### config.mk
export PLATFORM = sky130hd
export DESIGN_NAME = ghash_input
export DESIGN_NICKNAME = d
export VERILOG_FILES = /design/src/design/ghash_pkg.sv /design/src/design/ghash_input.sv
export SDC_FILE = /design/constraint.sdc
export NUM_CORES = 1
export LEC_CHECK = 0
export BUFFER_PORTS_ARGS = -buffer_cell sky130_fd_sc_hd__buf_4
export CORE_MARGIN = 10
export CORE_UTILIZATION = 48
export DETAILED_ROUTE_END_ITERATION = 10
export PLACE_DENSITY = 0.89
export SETUP_SLACK_MARGIN = 0.1
export SYNTH_ARGS = -nofsm -noshare
export SYNTH_HDL_FRONTEND = slang
export SYNTH_SLANG_ARGS = --single-unit
### constraint.sdc
create_clock -name clock -period 14.35 [get_ports clock]
set_clock_uncertainty 0.2 [all_clocks]
set_input_delay 2.87 -clock clock [delete_from_list [all_inputs] [get_ports clock]]
set_output_delay 2.87 -clock clock [all_outputs]
set_load 0.02 [all_outputs]
### src/design/ghash_pkg.sv
// Shared types and constants of the GHASH accumulator.
package ghash_pkg;

   // Widths of the hash block, the bit counters and the per-word bit increment.
   localparam int BLOCK_W = 128;
   localparam int HALF_W  = 64;
   localparam int COUNT_W = 64;
   localparam int BITS_W  = 8;
   localparam int VB_W    = 5;
   localparam int BYTES   = 16;

   // Command codes of an input word.
   localparam logic [1:0] CMD_AAD    = 2'd0;
   localparam logic [1:0] CMD_TEXT   = 2'd1;
   localparam logic [1:0] CMD_FINISH = 2'd2;
   localparam logic [1:0] CMD_NONE   = 2'd3;

   // Register indexes of the configuration port.
   localparam int CSR_INDEX_W = 1;
   localparam logic [CSR_INDEX_W-1:0] REG_KEY_HI = 1'b0;
   localparam logic [CSR_INDEX_W-1:0] REG_KEY_LO = 1'b1;

   // A registered, already padded input word.
   typedef struct packed {
      logic               fin;
      logic               is_aad;
      logic [BLOCK_W-1:0] block;
      logic [BITS_W-1:0]  bits;
   } item_type;

   // A finished hash handed to the result buffer.
   typedef struct packed {
      logic               valid;
      logic [BLOCK_W-1:0] hash;
   } result_type;

endpackage

### src/design/ghash_input.sv
// Input stage: zero-pads a data word and holds it in the input register.
module ghash_input (
   input  logic                       clock,
   input  logic                       reset,
   input  logic                       req_valid,
   output logic                       req_stall,
   input  logic [1:0]                 req_cmd,
   input  logic [ghash_pkg::HALF_W-1:0] req_data_hi,
   input  logic [ghash_pkg::HALF_W-1:0] req_data_lo,
   input  logic [ghash_pkg::VB_W-1:0] req_valid_bytes,
   input  logic                       advance,
   output logic                       item_valid,
   output ghash_pkg::item_type        item
);
   import ghash_pkg::*;

   logic               item_valid_ff, item_valid_in;
   item_type           item_ff, item_in;
   logic [VB_W-1:0]    vb_eff;
   logic [BLOCK_W-1:0] mask;
   logic               useful;
   logic               accept;

   // Oversized counts act as a full word.
   assign vb_eff = (req_valid_bytes > VB_W'(BYTES)) ? VB_W'(BYTES) : req_valid_bytes;

   // Keep the leading valid bytes, byte 0 at the top.
   always_comb begin
      mask = '0;
      for (int k = 0; k < BYTES; k++) begin
         if (VB_W'(k) < vb_eff) begin
            mask[BLOCK_W-1-8*k -: 8] = 8'hFF;
         end
      end
   end

   // Unused commands and empty absorb words leave no trace.
   assign useful = (req_cmd == CMD_FINISH) ||
                   ((req_cmd != CMD_NONE) && (req_valid_bytes != '0));

   assign req_stall = item_valid_ff && !advance;
   assign accept    = req_valid && !req_stall;

   always_comb begin
      item_in.fin    = (req_cmd == CMD_FINISH);
      item_in.is_aad = (req_cmd == CMD_AAD);
      item_in.block  = {req_data_hi, req_data_lo} & mask;
      item_in.bits   = {vb_eff, 3'b000};
   end

   // The input register empties on advance and refills on a useful word.
   always_comb begin
      item_valid_in = item_valid_ff;
      if (accept) begin
         item_valid_in = useful;
      end else if (advance) begin
         item_valid_in = 1'b0;
      end
   end

   always_ff @(posedge clock) begin
      if (reset) begin
         item_valid_ff <= 1'b0;
      end else begin
         item_valid_ff <= item_valid_in;
      end
      if (accept) begin
         item_ff <= item_in;
      end
   end

   assign item_valid = item_valid_ff;
   assign item       = item_ff;

   // A stall is only raised while a word waits in the input register.
   assert property (@(posedge clock) disable iff (reset) req_stall |-> item_valid_ff)
      else $error("input stall without a held word");

endmodule

==> flow_summary.ini <==
[global_routing]
grt_start_max_net_pins = 72
antenna_found_initial = 0
grt_pass1_vias = 3943
track_usage = 0.201
grt_pass1_wl_um = 22600
grt-ovfl-total = 0

[cells_and_area]
drive_above_1_share = 0.521
final_util = 0.763
fin_nets = 735
diodes = 0
syn_to_final_growth_pct = 53.3

[routing]
first_pass_iters = 4
dr_total_vias = 3602
drt-vias-per-instance = 4.84
drc = 0
antenna_left = 0
routed_wl_um = 16100
drt-wirelength-per-cell_um = 21.6
drtIter0Drc = 272

[setup_path]
cp_top_family = buffers and inverters
startpoint_type = input pin
critical_path.slowest_cell = buf_4
cp_common_cell = buf_4
r2r_end = item[23]$_DFFE_PP_
cp.required_ns = 11.28
r2r_setup_slack_ns = 11.66
crit_fanout = 2
path_class = input pin to primary output
max_stage_delay_ns = 0.16
cp_data_arrival_time_ns = 3.40
crit_chain = buf_4 -> nand2b_1 -> inv_1 -> buf_4
end_kind = primary output
crit_buf_inv = 3
r2r-start = item_valid$_SDFFE_PP0P_
worstRegToRegCells = 5

[logic_synthesis]
synth_top_area_frac = 0.778
synth-xor-area-share = 0
synth_fa_ha_area_frac = 0
syn_area_mm2 = 0.00521
synth_top_family_by_area = simple AND/OR/NAND/NOR gates
ys_seq_elements = 136
syn_inst = 308
ys_warn_count = 0
ys_seq_area_frac = 0.782
ys_top_cells_by_area = edfxtp_1, nor2b_1, and2_1
synth_area_per_cell_um2 = 16.9
synth_edf_count = 135
async_flop_share = 0
synth_compound_area_frac = 0.0267
synth.distinct_cells = 30
synth-simple-area-share = 0.177
synth-main-ff-cell = edfxtp_1
yosys.area.top_type = edfxtp_1
synth.area.mux_share = 0

[clock_tree]
cts_buffers = 17
root_buffer = clkbuf_8
clk_pin_slew_ns = 0.06
clock-sinks = 136
cts.htree.levels = 4
clock_latency_ns = 0.51
clk_path_buf_depth = 2
tritoncts = yes
cts_hold_buf = 0
cts_setup_buffers = 0
ctsResizeCount = 0

[power_and_ir_drop]
fin_total_pwr_mw = 1.05
powerDensity_mw_per_mm2 = 131
vdd_drop_max_mv = 0.0841
leakage_nw = 3.38

[min_path]
hp-start = item_valid$_SDFFE_PP0P_
min_path_cells = 2
holdCritPathClass = flop to flop
whs_endpoint = item_valid$_SDFFE_PP0P_

[sta]
setup_violations = 0
hold_viol = 0
worst_pin_slew_ns = 0.904
fin_crit_sh = 0.451
fmax_mhz = 155
setup-tns-final_ns = 0
rsz0062_at_grt = no
slew_headroom = 0.397
period_needed_ns = 6.47
holdWs_ns = 0.323
drv_slew = 0

[die]
die_y_um = 124
initial_core_util = 0.498
floorplan.rows = 37
io-pin-count = 279
die_w_um = 124
core_mm2 = 0.0105
die-area_mm2 = 0.0154

[placed_design]
gp_congestion = 0.816
dp_hpwl_um = 12200
port-buffer-count = 275

[flow_run]
maxCapViolations = 0

[outcome]
status = complete, no violations
[synthesized netlist by cell type (2+ instances only)]
cell type / n
a21oi_2: 2
nor2b_1: 115
inv_1: 2
nor2_1: 5
and2b_1: 3
a21oi_1: 2
and2_1: 16
buf_2: 3
clkbuf_1: 2
edfxtp_1: 135
buf_4: 4
[how the worst max path moves through the flow]
stage | start | to | slack, ns | cells past startpoint
floorplan | advance | item[100]$_DFFE_PP_ | 4.80 | 3
global placement | advance | req_stall | 7.87 | 4
detailed placement | advance | req_stall | 7.87 | 4
CTS | advance | req_stall | 7.87 | 4
global route | advance | req_stall | 7.83 | 4
finish | advance | req_stall | 7.88 | 4
[flip-flops by register name, indices dropped and copies added (netlist names)]
register	cells
item	135
item_valid	1
[layout make-up]
class | count | area (µm²)
clock inverters | 13 | 156
multi-input cells | 162 | 1080
well taps | 136 | 170
inverters | 2 | 7.51
fillers | 658 | 2480
clock buffers | 18 | 418
flip-flops and latches | 136 | 4070
repair buffers | 277 | 2080
[cell families after synthesis]
family,count (synthesis)
and+or+nand+nor,145
DFF,136
other,1
AOI/OAI and AO/OA,14
buffers and inverters,12
[per-stage QoR]
stage,std cells,setup WS [ns],instance area [µm²]
4_1_cts,744,7.87,7980
3_5_place_dp,713,7.87,7410
3_3_place_gp,713,7.87,7410
6_report,744,7.88,7980
2_1_floorplan,310,4.80,5220
5_1_grt,744,7.83,7980
[worst reg2reg max path, delay by kind of cell (launching register included)]
family                 cells  cell delay (ns)
DFF                        1             0.32
buffers and inverters      3             1.58
and+or+nand+nor            2             0.16
[cell usage in the layout (no fill, tap or decap), types with 2 or more instances in the layout]
master,instances
and2b_1,3
clkinv_2,3
inv_1,2
nor2_1,4
clkinv_4,2
edfxtp_1,135
and2_1,16
a21oi_2,2
bufinv_16,3
conb_1,3
clkinvlp_4,4
nor2b_1,115
clkbuf_16,16
a21oi_1,2
buf_4,277
[power breakdown]
| group | switching, mW | internal [mW] |
|---|---|---|
| registers | 0.00849 | 0.471 |
| logic | 0.0790 | 0.0677 |
| clock network | 0.157 | 0.262 |
[per-layer routing]
metal  global-route usage  wire length (µm)  vias to the layer above
li1                     -                 -                     1663
met1                0.190              5120                     1696
met2                0.370              8800                      201
met3               0.0828              1720                       42
met4               0.0899               459                        0
met5                    0                 0                        -
Note: power is estimated with default switching activity, not from simulation.
