==> src/design/ghash_pkg.sv <==
// Shared types and constants of the GHASH accumulator.
package ghash_pkg;

   // Widths of the hash block, the bit counters and the per-word bit increment.
   localparam int BLOCK_W = 128;
   localparam int HALF_W  = 64;
   localparam int COUNT_W = 64;
   localparam int BITS_W  = 8;
   localparam int VB_W    = 5;
   localparam int BYTES   = 16;

   // Command codes of an input word.
   localparam logic [1:0] CMD_AAD    = 2'd0;
   localparam logic [1:0] CMD_TEXT   = 2'd1;
   localparam logic [1:0] CMD_FINISH = 2'd2;
   localparam logic [1:0] CMD_NONE   = 2'd3;

   // Register indexes of the configuration port.
   localparam int CSR_INDEX_W = 1;
   localparam logic [CSR_INDEX_W-1:0] REG_KEY_HI = 1'b0;
   localparam logic [CSR_INDEX_W-1:0] REG_KEY_LO = 1'b1;

   // A registered, already padded input word.
   typedef struct packed {
      logic               fin;
      logic               is_aad;
      logic [BLOCK_W-1:0] block;
      logic [BITS_W-1:0]  bits;
   } item_type;

   // A finished hash handed to the result buffer.
   typedef struct packed {
      logic               valid;
      logic [BLOCK_W-1:0] hash;
   } result_type;

endpackage

==> src/design/ghash_out_buf.sv <==
// Two-entry result buffer: output register plus skid register.
module ghash_out_buf (
   input  logic                         clock,
   input  logic                         reset,
   input  ghash_pkg::result_type        push,
   output logic                         room,
   output logic                         rsp_valid,
   input  logic                         rsp_stall,
   output logic [ghash_pkg::HALF_W-1:0] rsp_hash_hi,
   output logic [ghash_pkg::HALF_W-1:0] rsp_hash_lo
);
   import ghash_pkg::*;

   logic               out_valid_ff, out_valid_in;
   logic               skid_valid_ff, skid_valid_in;
   logic [BLOCK_W-1:0] out_ff, out_in;
   logic [BLOCK_W-1:0] skid_ff, skid_in;
   logic               take;

   assign take = out_valid_ff && !rsp_stall;
   assign room = !(out_valid_ff && skid_valid_ff);

   // Head refills from the skid register first, keeping order.
   always_comb begin
      out_valid_in  = out_valid_ff;
      skid_valid_in = skid_valid_ff;
      out_in        = out_ff;
      skid_in       = skid_ff;
      if (take) begin
         if (skid_valid_ff) begin
            out_in = skid_ff;
            if (push.valid) begin
               skid_in = push.hash;
            end else begin
               skid_valid_in = 1'b0;
            end
         end else if (push.valid) begin
            out_in = push.hash;
         end else begin
            out_valid_in = 1'b0;
         end
      end else if (push.valid) begin
         if (!out_valid_ff) begin
            out_in       = push.hash;
            out_valid_in = 1'b1;
         end else begin
            skid_in       = push.hash;
            skid_valid_in = 1'b1;
         end
      end
   end

   always_ff @(posedge clock) begin
      if (reset) begin
         out_valid_ff  <= 1'b0;
         skid_valid_ff <= 1'b0;
      end else begin
         out_valid_ff  <= out_valid_in;
         skid_valid_ff <= skid_valid_in;
      end
      out_ff  <= out_in;
      skid_ff <= skid_in;
   end

   assign rsp_valid   = out_valid_ff;
   assign rsp_hash_hi = out_ff[BLOCK_W-1:HALF_W];
   assign rsp_hash_lo = out_ff[HALF_W-1:0];

   // The skid register only fills behind a held head.
   assert property (@(posedge clock) disable iff (reset) skid_valid_ff |-> out_valid_ff)
      else $error("skid word without a head word");

   // A push never lands on a full buffer.
   assert property (@(posedge clock) disable iff (reset)
      (push.valid && !take) |-> !(out_valid_ff && skid_valid_ff))
      else $error("result buffer overflow");

endmodule

==> config.mk <==
export PLATFORM = sky130hd
export DESIGN_NAME = ghash_out_buf
export DESIGN_NICKNAME = d
export VERILOG_FILES = /design/src/design/ghash_pkg.sv /design/src/design/ghash_out_buf.sv
export SDC_FILE = /design/constraint.sdc
export NUM_CORES = 1
export LEC_CHECK = 0
export BUFFER_PORTS_ARGS = -buffer_cell sky130_fd_sc_hd__buf_2
export CAP_MARGIN = 20
export CORE_UTILIZATION = 35
export CTS_CLUSTER_SIZE = 16
export DETAILED_ROUTE_END_ITERATION = 10
export PLACE_DENSITY_LB_ADDON = 0.3
export SLEW_MARGIN = 0
export SYNTH_ARGS = -nofsm -noshare
export SYNTH_HDL_FRONTEND = slang
export SYNTH_SLANG_ARGS = --single-unit
==> constraint.sdc <==
create_clock -name clock -period 10 [get_ports clock]
set_input_delay 1.5 -clock clock [delete_from_list [all_inputs] [get_ports clock]]
set_output_delay 1.5 -clock clock [all_outputs]
set_load 0.05 [all_outputs]
==> results of run 1 <==
[layout make-up]
type | count | share of cell area
sequential | 258 | 0.620
multi-input combinational | 138 | 0.159
timing repair buffer | 267 | 0.108
clock buffer | 36 | 0.0603
tap | 378 | 0.0379
clock inverter | 16 | 0.0140
inverter | 2 | 0.000602
antenna | 1 | 0.000201
[cells in the mapped netlist]
master,count,area [µm²]
nand3b_4,1,20.0
dfxtp_1,2,40.0
nor2_1,1,3.75
edfxtp_1,256,7690
a21oi_1,2,10.0
buf_12,11,220
mux2_2,8,90.1
nor2b_1,1,6.26
o32ai_1,1,8.76
inv_1,2,7.51
nand2_1,1,3.75
o21ai_0,1,5.00
buf_6,3,33.8
a22oi_1,1,7.51
mux2_4,120,1800
nand2b_1,1,6.26
[layer usage]
metal | track usage | part of all wire
met2 | 0.202 | 0.48
met1 | 0.147 | 0.40
met5 | 0 | 0.00070
met4 | 0.0466 | 0.033
met3 | 0.0435 | 0.080
[worst register-to-register path, cell delays in order, from the launching register on]
cell and delay (ns):
dfxtp_1 0.46, o21ai_0 0.23, nor2_4 0.12, buf_4 0.60, buf_4 0.89
[registers in the layout (all words and copies together) (netlist names)]
signal,cells
out_ff,128
rsp_valid,1
skid_ff,128
skid_valid_ff,1
[kinds of logic after synthesis]
| family | after synthesis | share of synthesized area |
|---|---|---|
| buffers and inverters | 16 | 0.0263 |
| AO/OA/AOI/OAI | 5 | 0.00314 |
| AND/OR/NAND/NOR | 5 | 0.00402 |
| flip-flops | 258 | 0.776 |
| multiplexers | 128 | 0.190 |
[final timing paths]
| check | endpoint | cells after the start |
|---|---|---|
| setup / recovery | skid_ff[4] | 5 |
| hold / removal | out_ff[101] | 1 |
| hold reg to reg | out_ff[101] | 1 |
| setup reg to reg | skid_ff[4] | 4 |
[power groups by stage]
stage | clock, µW | sequential (µW) | combinational, µW
3_5_place_dp | 0 | 1290 | 288
5_1_grt | 1110 | 1280 | 299
2_1_floorplan | 0 | 1440 | 70.3
6_report | 1040 | 1270 | 285
4_1_cts | 1070 | 1270 | 289
3_3_place_gp | 0 | 1290 | 283
[stage by stage]
step | setup WS, ns | std cells | total power, µW
final | 6.66 | 1096 | 2590
after global routing | 6.51 | 1095 | 2690
after CTS | 6.65 | 1095 | 2630
after detailed placement | 6.08 | 1043 | 1580
after global placement | 6.20 | 1043 | 1580
after floorplan | 1.56 | 412 | 1510
==> impl_metrics.env, run 1 <==
export IMPL_status="completed"
export IMPL_slowest_delay_ns=0.83
export IMPL_finalHoldViolations=0
export IMPL_drc_errors=0
export IMPL_end_kind="flip-flop"
export IMPL_avgRoutedWirePerCell_um=17.0
export IMPL_final_cell_mix="buf_2 (261), edfxtp_1 (256), mux2_4 (120)"
export IMPL_vias=4783
export IMPL_ant_nets=0
export IMPL_critPathBufInv=3
export IMPL_cp_top_family="buffers and inverters"
export IMPL_regArea_um2=7730
export IMPL_fin_setup_tns_ns=0
export IMPL_ys_warnings_count=0
export IMPL_timing_hold_ws_ns=0.542
export IMPL_grt_pass1_vias=4857
export IMPL_power_density_nw_per_um2=208
export IMPL_nets=827
export IMPL_period_share=0.334
export IMPL_final_max_slew_violation_count=0
export IMPL_cts_buffer_depth=3
export IMPL_setup_worst_path_class="in2reg"
export IMPL_core_um2=27900
export IMPL_cts_hold_buf=0
export IMPL_worstSetupStartpoint="rsp_stall"
export IMPL_ys_ff_latch=258
export IMPL_post_cts_buffers=0
export IMPL_p_sw_uw=621
export IMPL_startpoint_type="input pin"
export IMPL_htree_levels=1
export IMPL_worstHoldPathType="reg2reg"
export IMPL_syn_avg_cell_area_um2=24.2
export IMPL_min_period_ns=3.34
export IMPL_post_dp_hpwl_mm=12.2
export IMPL_worstReg2RegStart="rsp_valid"
export IMPL_fin_util=0.447
export IMPL_min_from="skid_ff[101]"
export IMPL_rsz0062_at_grt="false"
export IMPL_power_share_sequential=0.490
export IMPL_drive_gt1_frac=0.611
export IMPL_synthesis_nets=544
export IMPL_n_fill_cell=2410
export IMPL_first_pass_iters=4
export IMPL_critPathMostFrequentCell="buf_4"
export IMPL_cts_tree="done"
export IMPL_cts_root_buf="clkbuf_16"
export IMPL_grt_remaining_overflow=0
export IMPL_cpMaxStageDelayCell="buf_4"
export IMPL_required_ns=10.14
export IMPL_synthCells=412
export IMPL_reg2reg_slack_ns=7.22
export IMPL_cts_resized=0
export IMPL_worst_pin_slew_ns=1.02
export IMPL_finalSetupViolations=0
export IMPL_relSlewSlack=0.321
export IMPL_p_comb_frac=0.110
export IMPL_synth_seq_area_share=0.776
export IMPL_p_leak_uw=0.00517
export IMPL_max_freq_ghz=0.300
export IMPL_grt_pass1_wl_mm=27.7
export IMPL_cts_inserted_buffers=28
export IMPL_gp_congestion=0.717
export IMPL_path_max_fanout=72
export IMPL_start_util=0.357
export IMPL_ir_drop_mv=0.113
export IMPL_drtIter0Drc=337
export IMPL_antenna_found_initial=1
export IMPL_cts_sinks=258
export IMPL_worstPathArrival_ns=3.48
export IMPL_multi_input_area_um2=1980
export IMPL_cp_cell_sequence="buf_2 -> o21ai_0 -> nor2_4 -> buf_4 -> buf_4"
export IMPL_ys_types=16
export IMPL_clk_latency_ns=0.53
export IMPL_fin_skew_ns=0.0123
export IMPL_final_area_um2=12500
export IMPL_syn_cell_area_um2=9950
export IMPL_track_usage=0.123
export IMPL_power_frac_clock=0.400
export IMPL_internal_power_uw=1970
export IMPL_layout_commonest_cell="buf_2"
export IMPL_area_delta_synth_final_pct=25.2
export IMPL_fp_dieArea_um2=29100
export IMPL_path_clk_slew_ns=0.06
export IMPL_drt_total_wl_mm=18.7
export IMPL_num_rows=61
export IMPL_fp_dieH_um=171
export IMPL_place_area_um2=11500
export IMPL_switching_share=0.239
export IMPL_grt_max_degree=73
export IMPL_io_pin_count=262
export IMPL_maxCapViolations=0
export IMPL_chipWidth_um=171
export IMPL_viasPerCell=4.36
export IMPL_portBuffers=261
(Power assumes the default switching activity.)
==> inputs of run 2 (changes only) <==
==> constraint.sdc (replaced) <==
create_clock -name clock -period 3.3 [get_ports clock]
set_input_delay 0.495 -clock clock [delete_from_list [all_inputs] [get_ports clock]]
set_output_delay 0.495 -clock clock [all_outputs]
set_load 0.05 [all_outputs]
==> impl_metrics.env, run 2 (synthesized netlist as in run 1, its figures left out) <==
export IMPL_worst_pin_slew_ns=0.796
export IMPL_finalHoldViolations=0
export IMPL_nets=833
export IMPL_fp_dieH_um=171
export IMPL_cts_sinks=258
export IMPL_required_ns=3.52
export IMPL_ant_nets=0
export IMPL_met2_length_mm=8.80
export IMPL_vias=4825
export IMPL_fin_util=0.451
export IMPL_relSlewSlack=0.468
export IMPL_min_from="push[8]"
export IMPL_area_delta_synth_final_pct=26.1
export IMPL_final_max_slew_violation_count=0
export IMPL_track_usage=0.126
export IMPL_cts_tree="done"
export IMPL_post_place_ws_ns=1.06
export IMPL_status="completed"
export IMPL_worstPathArrival_ns=2.19
export IMPL_grt_pass1_vias=4931
export IMPL_setup_worst_path_class="reg2reg"
export IMPL_cp_cell_sequence="o21ai_0 -> nor2_4 -> buf_12"
export IMPL_cts_buffer_depth=3
export IMPL_timing_hold_ws_ns=0.146
export IMPL_fin_skew_ns=0.0110
export IMPL_drt_met1_wl_mm=7.94
export IMPL_min_period_ns=1.97
export IMPL_cts_root_buf="clkbuf_16"
export IMPL_path_max_fanout=36
export IMPL_end_kind="flip-flop"
export IMPL_first_pass_iters=4
export IMPL_wl_met3_mm=1.86
export IMPL_reg_top3="out_ff x128, skid_ff x128"
export IMPL_htree_levels=1
export IMPL_portBuffers=261
export IMPL_post_cts_buffers=0
export IMPL_drtIter0Drc=265
export IMPL_slowest_delay_ns=0.66
export IMPL_gp_congestion=0.726
export IMPL_avgRoutedWirePerCell_um=17.3
export IMPL_worstHoldPathType="in2reg"
export IMPL_path_clk_slew_ns=0.06
export IMPL_p_leak_uw=0.00519
export IMPL_whs_path_depth=1
export IMPL_grt_remaining_overflow=0
export IMPL_period_share=0.597
export IMPL_final_area_um2=12600
export IMPL_n_fill_cell=2410
export IMPL_fp_dieArea_um2=29100
export IMPL_worstReg2RegStart="skid_valid_ff"
export IMPL_clk_latency_ns=0.54
export IMPL_io_pin_count=262
export IMPL_max_freq_ghz=0.507
export IMPL_place_area_um2=11700
export IMPL_reg2reg_slack_ns=1.33
export IMPL_antenna_found_initial=5
export IMPL_holdPathEnd="skid_ff[8]"
export IMPL_core_um2=27900
export IMPL_cts_hold_buf=0
export IMPL_start_util=0.357
export IMPL_setup_slack_ns=1.33
export IMPL_maxCapViolations=0
export IMPL_cts_resized=0
export IMPL_reg2reg_depth=3
export IMPL_chipWidth_um=171
export IMPL_highest_layer="met5"
export IMPL_grt_max_degree=81
export IMPL_power_density_nw_per_um2=605
export IMPL_num_rows=61
export IMPL_grt_pass1_wl_mm=28.2
export IMPL_drt_total_wl_mm=19.1
export IMPL_cts_inserted_buffers=28
export IMPL_viasPerCell=4.37
export IMPL_final_cell_mix="buf_2 (261), edfxtp_1 (256), mux2_4 (120)"
export IMPL_drive_gt1_frac=0.611
export IMPL_drc_errors=0
export IMPL_reg2reg_to="skid_ff[101]"
export IMPL_rsz0062_at_grt="false"
export IMPL_post_dp_hpwl_mm=12.9
export IMPL_ir_drop_mv=0.537
export IMPL_finalSetupViolations=0
export IMPL_cpMaxStageDelayCell="nor2_4"
export IMPL_finalPower_uw=7600
export IMPL_startpoint_type="flip-flop"
export IMPL_layout_commonest_cell="buf_2"
==> run 2: changes by cell type in the layout (fill, tap and decap cells not counted), sizes merged <==
| cell | previous run | this run |
|---|---|---|
| bufinv | 4 | 1 |
| clkinv | 12 | 13 |
| buf | 267 | 273 |
| clkbuf | 36 | 37 |
| diode | 1 | 3 |
==> run 2: metal layers <==
metal / vias to the layer above / GRT usage
li1: 2236 / -
met1: 2348 / 0.158
met2: 200 / 0.202
met3: 39 / 0.0479
met4: 2 / 0.0400
met5: - / 0
==> run 2: layout make-up <==
class,count,area [µm²],area share
Clock inverter,14,87.6,0.00698
Timing Repair Buffer,273,1500,0.119
Tap cell,378,473,0.0377
Multi-Input combinational cell,138,1990,0.159
Inverter,2,7.51,0.000598
Clock buffer,37,756,0.0602
Sequential cell,258,7730,0.616
Antenna cell,3,7.51,0.000598
==> run 2: power breakdown <==
group | internal [µW] | switching, µW
combinational | 269 | 609
clock | 1670 | 1190
sequential | 3810 | 44.9
==> run 2: worst max path at each step <==
stage                        from           end  depth (start not counted)
detailed placement      rsp_stall    out_ff[47]                          4
finish              skid_valid_ff  skid_ff[101]                          3
global placement        rsp_stall    out_ff[48]                          4
floorplan               rsp_valid     out_ff[0]                          2
CTS                 skid_valid_ff   skid_ff[92]                          3
global route        skid_valid_ff    skid_ff[2]                          3
==> run 2: through the flow <==
| step | std cells | setup TNS, ns |
|---|---|---|
| 3_5_place_dp | 1049 | 0 |
| 4_1_cts | 1100 | 0 |
| 6_report | 1103 | 0 |
| 3_3_place_gp | 1049 | 0 |
| 5_1_grt | 1102 | 0 |
| 2_1_floorplan | 412 | -183.76 |
==> run 2: critical path, delay by kind of cell (launching register included) <==
family / cells / cell delay, ns
buffers and inverters: 1 / 0.30
AND/OR/NAND/NOR: 1 / 0.66
AO/OA/AOI/OAI: 1 / 0.22
flip-flops: 1 / 0.43
==> inputs of run 3 (changes only) <==
==> constraint.sdc (replaced) <==
create_clock -name clock -period 1.6 [get_ports clock]
set_input_delay 0.24 -clock clock [delete_from_list [all_inputs] [get_ports clock]]
set_output_delay 0.24 -clock clock [all_outputs]
set_load 0.05 [all_outputs]
==> impl_metrics.env, run 3 (synthesized netlist as in run 1, its figures left out) <==
export IMPL_drive_gt1_frac=0.548
export IMPL_path_clk_slew_ns=0.06
export IMPL_core_um2=27900
export IMPL_p_leak_uw=0.00599
export IMPL_cp_top_family="flip-flops"
export IMPL_grt_pass1_wl_mm=31.1
export IMPL_reg2reg_slack_ns=0.07
export IMPL_worstHoldPathType="in2reg"
export IMPL_min_from="rsp_stall"
export IMPL_layout_commonest_cell="buf_2"
export IMPL_drt_total_wl_mm=20.8
export IMPL_num_antenna_cells=0
export IMPL_post_place_ws_ns=0.0385
export IMPL_place_inst=1068
export IMPL_first_pass_iters=4
export IMPL_worstReg2RegStart="skid_valid_ff"
export IMPL_maxCapViolations=0
export IMPL_htree_levels=1
export IMPL_track_usage=0.137
export IMPL_period_share=0.959
export IMPL_viasPerCell=4.30
export IMPL_cp_cell_sequence="nand3b_4 -> buf_12 -> buf_4 -> mux2_4"
export IMPL_vias=5391
export IMPL_clk_latency_ns=0.53
export IMPL_num_rows=61
export IMPL_portBuffers=261
export IMPL_setup_slack_ns=0.0657
export IMPL_grt_remaining_overflow=0
export IMPL_reg_top3="out_ff x128, skid_ff x128"
export IMPL_area_delta_synth_final_pct=43.7
export IMPL_power_density_nw_per_um2=1210
export IMPL_drc_errors=0
export IMPL_switching_share=0.236
export IMPL_final_instance_count_excl_fill=1254
export IMPL_fp_dieArea_um2=29100
export IMPL_post_dp_hpwl_mm=13.5
export IMPL_cts_inserted_buffers=29
export IMPL_fp_dieH_um=171
export IMPL_ant_nets=0
export IMPL_p_sw_uw=4100
export IMPL_antenna_found_initial=0
export IMPL_holdPathEnd="skid_valid_ff"
export IMPL_worstPathArrival_ns=1.81
export IMPL_cts_root_buf="clkbuf_16"
export IMPL_power_share_sequential=0.458
export IMPL_finalHoldViolations=0
export IMPL_cts_tree="done"
export IMPL_nets=986
export IMPL_start_util=0.357
export IMPL_io_pin_count=262
export IMPL_required_ns=1.88
export IMPL_cts_sinks=258
export IMPL_power_frac_clock=0.419
export IMPL_whs_path_depth=3
export IMPL_crit_cells=4
export IMPL_max_freq_ghz=0.652
export IMPL_chipWidth_um=171
export IMPL_internal_power_uw=13300
export IMPL_cts_buffer_depth=3
export IMPL_grt_pass1_vias=5768
export IMPL_cpMaxStageDelayCell="dfxtp_2"
export IMPL_critPathBufInv=2
export IMPL_n_fill_cell=2238
export IMPL_fin_setup_tns_ns=0
export IMPL_status="completed"
export IMPL_reg2reg_depth=4
export IMPL_end_kind="flip-flop"
export IMPL_p_comb_frac=0.123
export IMPL_drtIter0Drc=253
export IMPL_multi_input_area_um2=1990
export IMPL_worst_pin_slew_ns=0.337
export IMPL_reg2reg_to="out_ff[105]"
export IMPL_regArea_um2=7730
export IMPL_min_period_ns=1.53
export IMPL_grt_max_degree=57
export IMPL_final_cell_mix="buf_2 (261), edfxtp_1 (256), dlygate4sd3_1 (130)"
export IMPL_startpoint_type="flip-flop"
export IMPL_fin_skew_ns=0.0155
export IMPL_gp_congestion=0.741
export IMPL_path_max_fanout=14
export IMPL_ir_drop_mv=0.952
export IMPL_rsz0062_at_grt="false"
export IMPL_finalSetupViolations=0
export IMPL_avgRoutedWirePerCell_um=16.6
export IMPL_setup_worst_path_class="reg2reg"
export IMPL_final_max_slew_violation_count=0
export IMPL_slowest_delay_ns=0.44
export IMPL_relSlewSlack=0.776
==> run 3: timing repair <==
item	4_1_cts	5_1_grt
hold buffers	130	0
hold endpoints to repair	163	0
setup buffers	0	2
resized for setup	0	1
endpoints found under the setup margin	0	105
==> run 3: cell type report <==
cell class,instances,share of cell area
Clock buffer,29,0.0507
Clock inverter,24,0.0232
Inverter,2,0.000525
Multi-Input combinational cell,138,0.139
Sequential cell,258,0.541
Tap cell,378,0.0331
Timing Repair Buffer,425,0.213
==> run 3: how the worst max path moves through the flow <==
stage | endpoint | from | slack (ns)
floorplan | out_ff[0] | rsp_valid | -3.14
global placement | skid_ff[43] | skid_valid_ff | 0.09
detailed placement | skid_ff[9] | skid_valid_ff | 0.04
CTS | skid_ff[9] | skid_valid_ff | 0.01
global route | skid_ff[63] | skid_valid_ff | 0.02
finish | out_ff[105] | skid_valid_ff | 0.07
==> run 3: power groups by stage <==
stage                     clock, µW  combinational (µW)  sequential (µW)
after floorplan                   0                 444             8940
after global routing           7720                2240             7970
final                          7280                2130             7940
after global placement            0                1850             8080
after detailed placement          0                1880             8090
after CTS                      7470                2140             7950
==> run 3: worst reg2reg max path, cell delays in order (launching register included) <==
cell	delay [ns]
dfxtp_2	0.44
nand3b_4	0.14
buf_12	0.18
buf_4	0.20
mux2_4	0.31
==> run 3: through the flow <==
stage,hold WS [ns],cell area [µm²],utilization,power (µW)
finish,0.0662,14300,0.513,17400
floorplan,0.299,9990,-,9380
CTS,0.0354,14300,0.512,17600
detailed placement,0.423,11900,0.427,9970
global placement,0.419,11900,0.427,9930
global route,0.0502,14300,0.513,17900
==> run 3: routing by layer <==
| metal | GRT usage | routed length, µm | vias up |
|---|---|---|---|
| li1 | - | - | 2537 |
| met1 | 0.167 | 8790 | 2617 |
| met2 | 0.234 | 10000 | 202 |
| met3 | 0.0368 | 1440 | 35 |
| met4 | 0.0435 | 578 | 0 |
| met5 | 0 | 0 | - |
